File: src/rtl/ccacc_cell.sv
// one station slot of the rotating snapshot ring
// standalone, no package use
`timescale 1ns / 1ps

module ccacc_cell #(
	parameter int W = 32
) (
	input  logic         clk,
	input  logic         shift,
	input  logic [W-1:0] nbr,
	input  logic         wr_en,
	input  logic [W-1:0] wr_val,
	output logic [W-1:0] q
);

	logic [W-1:0] sample_q;

	// a fresh sample replaces the one passing through this slot
	always_ff @(posedge clk) begin
		if (shift) begin
			sample_q <= wr_en ? wr_val : nbr;
		end
	end

	assign q = sample_q;

endmodule

File: config.mk
export PLATFORM = sky130hd
export DESIGN_NAME = ccacc_cell
export DESIGN_NICKNAME = d
export VERILOG_FILES = /design/src/rtl/ccacc_cell.sv
export SDC_FILE = /design/constraint.sdc
export NUM_CORES = 1
export LEC_CHECK = 0
export BUFFER_PORTS_ARGS = -buffer_cell sky130_fd_sc_hd__buf_4
export CORE_MARGIN = 2
export CORE_UTILIZATION = 39
export CTS_BUF_LIST = sky130_fd_sc_hd__clkbuf_8
export DETAILED_ROUTE_END_ITERATION = 8
export GPL_TIMING_DRIVEN = 0
export PLACE_DENSITY = 0.78
export SLEW_MARGIN = 20
export SYNTH_ARGS = -nofsm -noshare
export SYNTH_HDL_FRONTEND = slang
export SYNTH_SLANG_ARGS = --single-unit
File: constraint.sdc
create_clock -name clk -period 0.9 [get_ports clk]
set_input_delay 0.135 -clock clk [delete_from_list [all_inputs] [get_ports clk]]
set_output_delay 0.135 -clock clk [all_outputs]
set_load 0.02 [all_outputs]
; Word-level counts from Yosys, hierarchy flattened
; Index checks and enable logic that the tools add are counted.
[classes]
mux = 1
[op_table]
columns = op, count
row1 = 32-bit 2-to-1 mux, 1
[word_totals]
output_inout_bits = 32
ff_bits = 32

; Logic depth before layout (Yosys ltp)
[logic_depth]
word_depth = 1
ltp_mapped = 3
depth_no_buf = 1

; Least setup slack after synthesis
; No wires, ideal clock.
[synth_timing]
kind = input -> register
startpoint = input wr_en
endpoint = register sample_q[0], in the netlist q[0], data pin
stages = 3
n_path_buf = 2
t_arrival_ps = 676
path_slack_ps = -37
cell_sequence = buf_6 > buf_12 > mux2_4
[synth_between]
elab_chain_cells = 1
[synth_rtl]
columns = element, line
row1 = "start, declared", 11  ; input logic wr_en,
row2 = 32-bit 2-to-1 mux, 21  ; sample_q <= wr_en ? wr_val : nbr;
row3 = "end signal, assigned", 21
row4 = "end, declared", 16  ; logic [W-1:0] sample_q;
; Every way passes these cells.
; A chain may end at the register's enable or synchronous reset.

; Worst setup path after layout
[layout_timing]
startpoint = register sample_q[11], in the netlist q[11]
endpoint = output q[11]
[layout_rtl]
columns = element, line
row1 = "end, declared", 13  ; output logic [W-1:0] q
; No word-level cell between the ends.

==> impl_metrics.csv <==
group,metric,value,unit
yosys,yosysWarnings,0,
detailed_routing,drt_iter0_markers,40,
cells_and_area,num_antenna_cells,0,
power_and_ir_drop,p_switching,918,uW
cells_and_area,utilization,0.678,
floorplanning,core_region_area,3690,um^2
placed_design,finalWeightedCongestion,0.694,
cells_and_area,final_common_cell,"buf_4",
worst_setup_path,cpPeakStageDelay,400,ps
floorplanning,rows,22,
cells_and_area,area_delta_synth_final,66.3,%
yosys,synth_sequential_area_ratio,0.638,
worst_setup_path,slowest_stage,"edfxtp_1",
clock_tree,cts.hold.buffers_added,0,
yosys,syn_nets,135,
global_routing,grt_pass1_vias,1053,
yosys,synth_cell_types,5,
power_and_ir_drop,p_comb_frac,0.252,
timing,min_period,957,ps
power_and_ir_drop,sequentialPowerShare,0.485,
timing,timing.fmax,1040,MHz
power_and_ir_drop,ir_worst_vdd,1000,uV
global_routing,antenna_found_initial,0,
clock_tree,cts_tree,"built",
global_routing,grt_start_max_net_pins,33,
timing,worst_slack,-57.0,ps
cells_and_area,largest_reg_flops,32,
yosys,netlist_area,1510,um^2
power_and_ir_drop,power.total,3.85,mW
detailed_routing,vias,999,
min_path,min_path_type,"primary input to register",
worst_setup_path,crit_buf_inv,1,
timing,tightest_slew,401,ps
detailed_routing,first_pass_iters,4,
cells_and_area,instances_no_fill,221,
yosys,yosys.area_share.simple,0,
detailed_routing,wl_per_cell,15.3,um
job,drv_cap,0,
floorplanning,die_y,66.1,um
worst_setup_path,cp_top_family,"flip-flops",
worst_setup_path,endpoint_kind,"output pin",
global_routing,grt_usage,0.164,
detailed_routing,vias_per_cell,4.52,
power_and_ir_drop,leakagePower,1.16,nW
cells_and_area,fillCellCount,268,
clock_tree,htree_levels,2,
cells_and_area,multi_input_area,473,um^2
clock_tree,cts.sinks,32,
floorplanning,start_util,0.408,
yosys,syn_avg_cell_area,22.1,um^2
yosys,synth_top_family_by_area,"multiplexers",
status,violations,"negative setup slack",
floorplanning,die_x,66.1,um
yosys,synth_fa_ha_area_frac,0,
timing,finalHoldViolations,0,
yosys,synth_mux_area_frac,0.314,
yosys,synth_seq_cells,32,
cells_and_area,nNetsFinal,239,
timing,maxSlewViolCount,0,
timing,holdWs,155,ps
power_and_ir_drop,clockPowerShare,0.263,
worst_setup_path,crit_chain,"buf_6",
worst_setup_path,cp-start-kind,"register",
clock_tree,clock_path_buffers,2,
power_and_ir_drop,p_int,2.93,mW
worst_setup_path,critPathRequiredTime,760,ps
status,status,"complete, but fails checks",
floorplanning,io_pins,99,
detailed_routing,routed_wl,3.37,mm
timing,maxSlewHeadroom,0.733,
clock_tree,cts_buffers,5,
floorplanning,dieArea,4370,um^2
global_routing,overflow,0,
power_and_ir_drop,switching_share,0.238,
detailed_routing,drc,0,
worst_setup_path,worstPathArrival,820,ps
clock_tree,clk_pin_slew,60,ps
timing,rsz0062_at_grt,"true",
clock_tree,cts-root-buf,"clkbuf_8",
yosys,synthXorXnorAreaFrac,0,
detailed_routing,ant_nets,0,
power_and_ir_drop,powerDensity,1540,nW/um^2
cells_and_area,seq_area,961,um^2
placed_design,dp_cells,213,
yosys,syn-instance-count,68,
placed_design,dp_slack,-62.6,ps
yosys,synth_compound_area_frac,0,
placed_design,portBuffers,97,
timing,finalCritPeriodShare,1.06,
cells_and_area,drive_gt1_frac,0.798,
timing,setup_viol,32,
worst_setup_path,critical_path.max_fanout,1,
worst_setup_path,criticalPathCategory,"register to output pin",
cells_and_area,mostFrequentLayoutCells,"buf_4 (65), buf_6 (32), edfxtp_1 (32)",
global_routing,grt_first_pass_wirelength,5.06,mm
## logic make-up (layout without fill, tap and decap cells)
family | after synthesis | after routing
muxes | 32 | 32
buffers and inverters | 4 | 109
DFF | 32 | 32
## metrics by stage
| step | area (um^2) | TNS (ps) |
|---|---|---|
| 2_1_floorplan | 1510 | -888 |
| 3_3_place_gp | 2300 | -1350 |
| 3_5_place_dp | 2300 | -1540 |
| 4_1_cts | 2490 | -1570 |
| 5_1_grt | 2500 | -2030 |
| 6_report | 2500 | -1140 |
## layout make-up
cell class / instances / area share
clock inverters: 3 / 0.00450
flip-flops and latches: 32 / 0.384
repair buffers: 97 / 0.339
multi-input cells: 32 / 0.189
plain buffers: 4 / 0.0320
well taps: 48 / 0.0240
clock buffers: 5 / 0.0275
## Yosys cell counts
master,n,share of area
buf_6,1,0.0075
mux2_2,2,0.015
edfxtp_1,32,0.64
mux2_4,30,0.30
buf_12,3,0.040
## timing repair
action | in CTS | in global routing
cloned | 0 | 0
setup buffers | 0 | 0
setup endpoints to repair | 32 | 32
gates resized for setup | 29 | 3
## routing by layer
| metal | vias to the layer above | GRT usage | wire, um |
|---|---|---|---|
| met5 | - | 0 | 0 |
| met1 | 462 | 0.137 | 1010 |
| met3 | 6 | 0.0716 | 367 |
| met2 | 60 | 0.310 | 1920 |
| li1 | 471 | - | - |
| met4 | 0 | 0.0944 | 67 |
## power groups by stage
stage               combinational (mW)  clock [mW]  sequential (mW)
finish                           0.971        1.01             1.87
global route                      1.02        1.10             1.88
CTS                              0.974        1.04             1.87
detailed placement               0.901           0             1.87
global placement                 0.880           0             1.87
floorplan                        0.250           0             2.05
## final timing paths
path,depth (start not counted),endpoint,slack (ps),from
worst min-delay path,2,q[12]$_DFFE_PP_,160,nbr[12]
worst max-delay path,1,q[11],-60,q[11]$_DFFE_PP_
No activity file was read; power rests on OpenSTA's default activity.
