$ cat config.mk
export PLATFORM = sky130hd
export DESIGN_NAME = ccacc_mac
export DESIGN_NICKNAME = d
export VERILOG_FILES = /design/src/rtl/ccacc_mac.sv
export SDC_FILE = /design/constraint.sdc
export NUM_CORES = 2
export LEC_CHECK = 0
export ABC_AREA = 1
export BUFFER_PORTS_ARGS = -buffer_cell sky130_fd_sc_hd__buf_2
export CORE_MARGIN = 3
export CORE_UTILIZATION = 55
export CTS_BUF_LIST = sky130_fd_sc_hd__clkbuf_2 sky130_fd_sc_hd__clkbuf_4 sky130_fd_sc_hd__clkbuf_8
export DETAILED_ROUTE_END_ITERATION = 8
export GPL_ROUTABILITY_DRIVEN = 0
export HOLD_SLACK_MARGIN = 0.08
export PLACE_DENSITY = 0.69
export SLEW_MARGIN = 20
export SYNTH_ARGS = -nofsm -noshare
export SYNTH_HDL_FRONTEND = slang
export SYNTH_SLANG_ARGS = --single-unit
export TNS_END_PERCENT = 20
$ cat constraint.sdc
create_clock -name clk -period 8.7 [get_ports clk]
set_clock_uncertainty 0.1 [all_clocks]
set_input_delay 1.305 -clock clk [delete_from_list [all_inputs] [get_ports clk]]
set_output_delay 1.305 -clock clk [all_outputs]
set_load 0.005 [all_outputs]
$ cat src/rtl/ccacc_mac.sv
// pipelined conjugate multiply and saturating accumulate, one entry a cycle
// no package use; accumulator memory lives in the top level
`timescale 1ns / 1ps

module ccacc_mac #(
	parameter int SW   = 16,
	parameter int AW   = 48,
	parameter int AD_W = 10
) (
	input  logic            clk,
	input  logic            arst_n,
	input  logic            step_valid,
	input  logic [AD_W-1:0] step_addr,
	input  logic [2*SW-1:0] x_smp,
	input  logic [2*SW-1:0] y_smp,
	input  logic            fresh,
	input  logic [2*AW-1:0] rd_data,
	output logic [AD_W-1:0] rd_addr,
	output logic            wr_en,
	output logic [AD_W-1:0] wr_addr,
	output logic [2*AW-1:0] wr_data,
	output logic            sat
);

	localparam int PW = 2 * SW;
	localparam int SUM_W = PW + 1;
	localparam int EW = ((AW > SUM_W) ? AW : SUM_W) + 1;

	logic signed [SW-1:0] xr, xi, yr, yi;
	logic signed [PW-1:0] p_rr_s1, p_ii_s1, p_ir_s1, p_ri_s1;
	logic                 valid_s1, valid_s2;
	logic [AD_W-1:0]      addr_s1, addr_s2;
	logic signed [SUM_W-1:0] sre_s2, sim_s2;
	logic signed [AW-1:0] acc_re, acc_im, new_re, new_im;
	logic                 sat_re, sat_im;

	assign xr = x_smp[2*SW-1:SW];
	assign xi = x_smp[SW-1:0];
	assign yr = y_smp[2*SW-1:SW];
	assign yi = y_smp[SW-1:0];

	always_ff @(posedge clk or negedge arst_n) begin
		if (!arst_n) begin
			valid_s1 <= 1'b0;
			valid_s2 <= 1'b0;
		end else begin
			valid_s1 <= step_valid;
			valid_s2 <= valid_s1;
		end
	end

	always_ff @(posedge clk) begin
		p_rr_s1 <= xr * yr;
		p_ii_s1 <= xi * yi;
		p_ir_s1 <= xi * yr;
		p_ri_s1 <= xr * yi;
		addr_s1 <= step_addr;
		addr_s2 <= addr_s1;
		sre_s2  <= SUM_W'(p_rr_s1) + SUM_W'(p_ii_s1);
		sim_s2  <= SUM_W'(p_ir_s1) - SUM_W'(p_ri_s1);
	end

	function automatic logic [AW:0] sat_add(logic signed [AW-1:0] a,
			logic signed [SUM_W-1:0] p);
		logic signed [EW-1:0] s, hi, lo;
		hi = {{(EW-AW+1){1'b0}}, {(AW-1){1'b1}}};
		lo = ~hi;
		s = EW'(a) + EW'(p);
		if (s > hi) begin
			return {1'b1, AW'(hi)};
		end else if (s < lo) begin
			return {1'b1, AW'(lo)};
		end
		return {1'b0, AW'(s)};
	endfunction

	// a row never touched since the last clear reads as zero
	assign acc_re = fresh ? '0 : rd_data[2*AW-1:AW];
	assign acc_im = fresh ? '0 : rd_data[AW-1:0];

	assign {sat_re, new_re} = sat_add(acc_re, sre_s2);
	assign {sat_im, new_im} = sat_add(acc_im, sim_s2);

	assign rd_addr = addr_s1;
	assign wr_en   = valid_s2;
	assign wr_addr = addr_s2;
	assign wr_data = {new_re, new_im};
	assign sat     = valid_s2 && (sat_re || sat_im);

endmodule

* Word level (Yosys, flattened, before mapping)
Cells that the tools add are included.
** Storage, ports and cells
- Flip-flop bits (word level) :: 216
** Cells by class
- Add/subtract/negate cells :: 4
- Multipliers :: 4
- Order comparisons :: 4
- Multiplexer cells :: 12
- Reductions and logical operators :: 2
** Operators by type and width (count)
- $mux 49 :: 6
- $mul 16x16->32 :: 4
- $add 48x33->49 :: 2
- $gt 49x48->1 const B :: 2
- $lt 49x48->1 const B :: 2
- $mux 48 :: 2
- $add 32x32->33 :: 1
- $sub 32x32->33 :: 1
- $mux 1 :: 4
- $logic_and 1x1->1 :: 1
- $logic_or 1x1->1 :: 1

* Depth between registers and ports, before layout
- Depth after elaboration :: 8
- Depth in mapped cells :: 28
- Gate-level depth less buffers :: 27

* Worst setup path before layout
Ideal clock, no wire load.
- Path type :: input-to-reg
- Start point :: input x_smp[31]
- End point :: register p_rr_s1[30]
- Library setup time :: 0.072 ns
- Data arrival time :: 6.360 ns
- Data required time :: 8.528 ns
- Setup slack :: 2.169 ns
- Stages :: 19
- Path through :: clkbuf_1 nand2_1 inv_1 fa_1 fa_1 inv_1 fa_1 fa_1 inv_1 fa_1 fa_1 ha_1 nand2_1 nor4_1 nand3_1 nand3_1 nand2_1 o211ai_1 xor2_1
** On the way
- Cells in the longest elaborated chain, start to end :: 1
** Ends and longest elaborated chain
- start: declaration :: line 14 : input logic [2*SW-1:0] x_smp,
- $mul 16x16->32 :: line 53 : p_rr_s1 <= xr * yr;
- end signal: assignment :: line 53
- end: declaration :: line 30 : logic signed [PW-1:0] p_rr_s1, p_ii_s1, p_ir_s1, p_ri_s1;
Every way passes these cells.

* Worst setup path in the final report
- Start point :: input x_smp[14]
- End point :: register p_ir_s1[24]
** On the way
- Cells in the longest elaborated chain, start to end :: 1
** Ends and longest elaborated chain
- $mul 16x16->32 :: line 55 : p_ir_s1 <= xi * yr;
- end signal: assignment :: line 55
- end: declaration :: line 30
Every way passes these cells.

==> impl_metrics.ini <==
[routing]
ant_nets = 0
routed_wl_mm = 161
drtIter0Drc = 3862
routed_via_density = 5.26
wl_per_cell_um = 17.4
vias = 48600
firstDrtPassIters = 6
drc_errors = 0

[sta]
grt_setup_unrepaired = false
final.setup.tns_ns = 0
max_freq_mhz = 136
setup_violations = 0
post-route-period-util_pct = 84.3
drv_slew = 0
post-route-min-period_ns = 7.34
timing.final.ws_setup_ns = 1.36
hold_viol = 0
tightest_slew_ns = 1.01
slew_headroom_pct = 32.8

[clocking]
clk_pin_slew_worst_paths_ns = 0.06
cts_htree_levels = 2
cts_tree = yes
numCtsBuffers = 42
clock_latency_ns = 0.63
clockBufferDepth = 3
clock_sinks = 216
cts_root_buffer = clkbuf_8
holdBufCountCts = 0
post_cts_buffers = 0
cts_resized = 0

[setup_path]
cp_max_fo = 31
cp_data_required_time_ns = 9.11
path_class = input pin to flip-flop
worst_setup_path_start_kind = input pin
cp.arrival_ns = 7.75
endpoint_kind = flip-flop

[finish]
syn_to_final_growth_pct = 6.26
final_area_sq_um = 60800
layout-drive-gt1-share_pct = 6.62
fin_nets = 9552
nFillCells = 9614

[logic_synthesis]
avgSynthCellArea_sq_um = 7.46
synth_ff_type = dfxtp_1
yosysWarningCount = 0
synth-seq-cells = 216
syn_nets = 9387
synth_edf_count = 0
synth_seq_area_share_pct = 7.57
synthArstFlopShare_pct = 0.926
netlist_instances = 7673
synth.distinct_cells = 53
synth_area_sq_um = 57200

[die]
die_y_um = 329
start_util_pct = 55.9
die_area_sq_um = 108000
io_pins = 292
coreArea_sq_um = 102000
die_x_um = 329
rows = 117

[global_routing]
grt-ovfl-total = 0
grt_pass1_wl_mm = 262
antenna_found_initial = 10
grt.total_usage_pct = 30.6
grt_pass1_vias = 50700
grt_max_degree = 96

[worst_hold_path]
hold_class = flip-flop to flip-flop

[placement]
dp_hpwl_mm = 135
port_buffers = 291
dpl_cell_area_sq_um = 59800
place_ws_ns = 0.919

[flow_run]
cap_viol_max_count = 0

[outcome]
status = completed
[sequential cells by signal, summed over array words and instances (netlist names)]
name      flops
sre_s2       33
wr_en         1
rd_addr      10
valid_s1      1
p_ii_s1      32
p_ri_s1      32
p_ir_s1      32
p_rr_s1      32
sim_s2       33
wr_addr      10
[through the flow]
| step | cells | util [%] | hold WS, ns |
|---|---|---|---|
| finish | 9241 | 59.3 | 0.243 |
| floorplan | 7673 | - | 0.231 |
| global placement | 9162 | 58.4 | 0.227 |
| CTS | 9236 | 59.3 | 0.245 |
| detailed placement | 9162 | 58.4 | 0.231 |
| global route | 9238 | 59.3 | 0.255 |
[final timing paths]
path / from / endpoint / slack [ns] / cells past startpoint
setup / recovery: x_smp[14] / p_ir_s1[24] / 1.36 / 18
hold / removal: rd_addr[1] / wr_addr[1] / 0.24 / 0
setup reg to reg: p_rr_s1[0] / sre_s2[32] / 5.90 / 10
hold reg to reg: rd_addr[1] / wr_addr[1] / 0.24 / 0
max in group asynchronous: arst_n / valid_s1 / 8.06 / 1
min in group asynchronous: arst_n / wr_en / 0.34 / 1
[kinds of logic (layout without fill, tap and decap cells)]
group,count (synthesis),count (layout),synth area share (%)
simple gates,2617,2617,18.2
buf+inv,2372,2567,15.8
fa+ha+maj,1540,1540,47.5
compound gates,655,655,6.76
xor+xnor,273,273,4.18
flops,216,216,7.57
other cells,0,5,0
[Yosys cell counts (12+ instances only)]
master,n,share of area [%]
a21boi_0,13,0.17
o21ai_0,141,1.2
a31oi_1,24,0.26
nand2_1,1851,12
fa_1,1052,37
nand3b_1,17,0.22
nor3_1,41,0.36
dfxtp_1,214,7.5
nor2_1,471,3.1
nand4_1,35,0.38
o21bai_1,47,0.62
ha_1,488,11
clkbuf_1,200,1.3
a21oi_1,290,2.5
xor2_1,150,2.3
nor2_2,17,0.19
o21ai_2,52,0.80
nor4_1,12,0.13
inv_1,2144,14
o21a_1,13,0.17
a21o_1,30,0.39
nand3_1,137,1.2
xnor2_1,123,1.9
[worst max-delay path, stage by stage]
cell	delay (ns)
buf_2	0.68
nand2_1	0.19
fa_1	0.57
fa_1	0.51
fa_1	0.53
inv_1	0.06
fa_1	0.49
fa_1	0.49
inv_1	0.05
fa_1	0.48
inv_1	0.05
ha_1	0.35
nand2_1	0.15
nor4_1	0.72
nand3_1	0.15
o21ai_0	0.59
a21oi_1	0.17
xnor2_1	0.18
[cell type report]
cell class	instances	area [sq um]	area share [%]
diodes	5	12.5	0.0206
clock inverters	15	254	0.418
flip-flops and latches	216	4330	7.13
inverters	2152	8080	13.3
multi-input cells	5085	43800	72.1
clock buffers	59	743	1.22
repair buffers	341	1830	3.02
well taps	1368	1710	2.81
[routing by layer]
metal	GRT usage, %	vias to the layer above	routed length, um	share of wire (%)
met1	40.2	23400	65500	41
met5	0	-	97	0.060
li1	-	22600	-	-
met3	5.83	389	15200	9.4
met2	50.5	2136	73600	46
met4	11.3	14	6880	4.3
[cells in the final DEF (no fill, tap or decap), drive strengths merged, types with 6 or more instances in the layout]
cell type	n
bufinv	6
o21ai	204
nand4	35
nor3	41
xnor2	123
inv	2151
o211ai	11
clkinv	7
or2	6
nand3b	17
and2	7
o21a	13
ha	488
a21oi	291
a21boi	14
o21bai	47
nand3	139
nor2	491
dfxtp	214
buf	341
clkbuf	59
xor2	150
a221oi	7
nand2	1865
fa	1052
nor4	12
a31oi	24
a21o	30
Power is not shown: default switching activity piles up to over one toggle a cycle in this logic, so the estimate is an artifact.
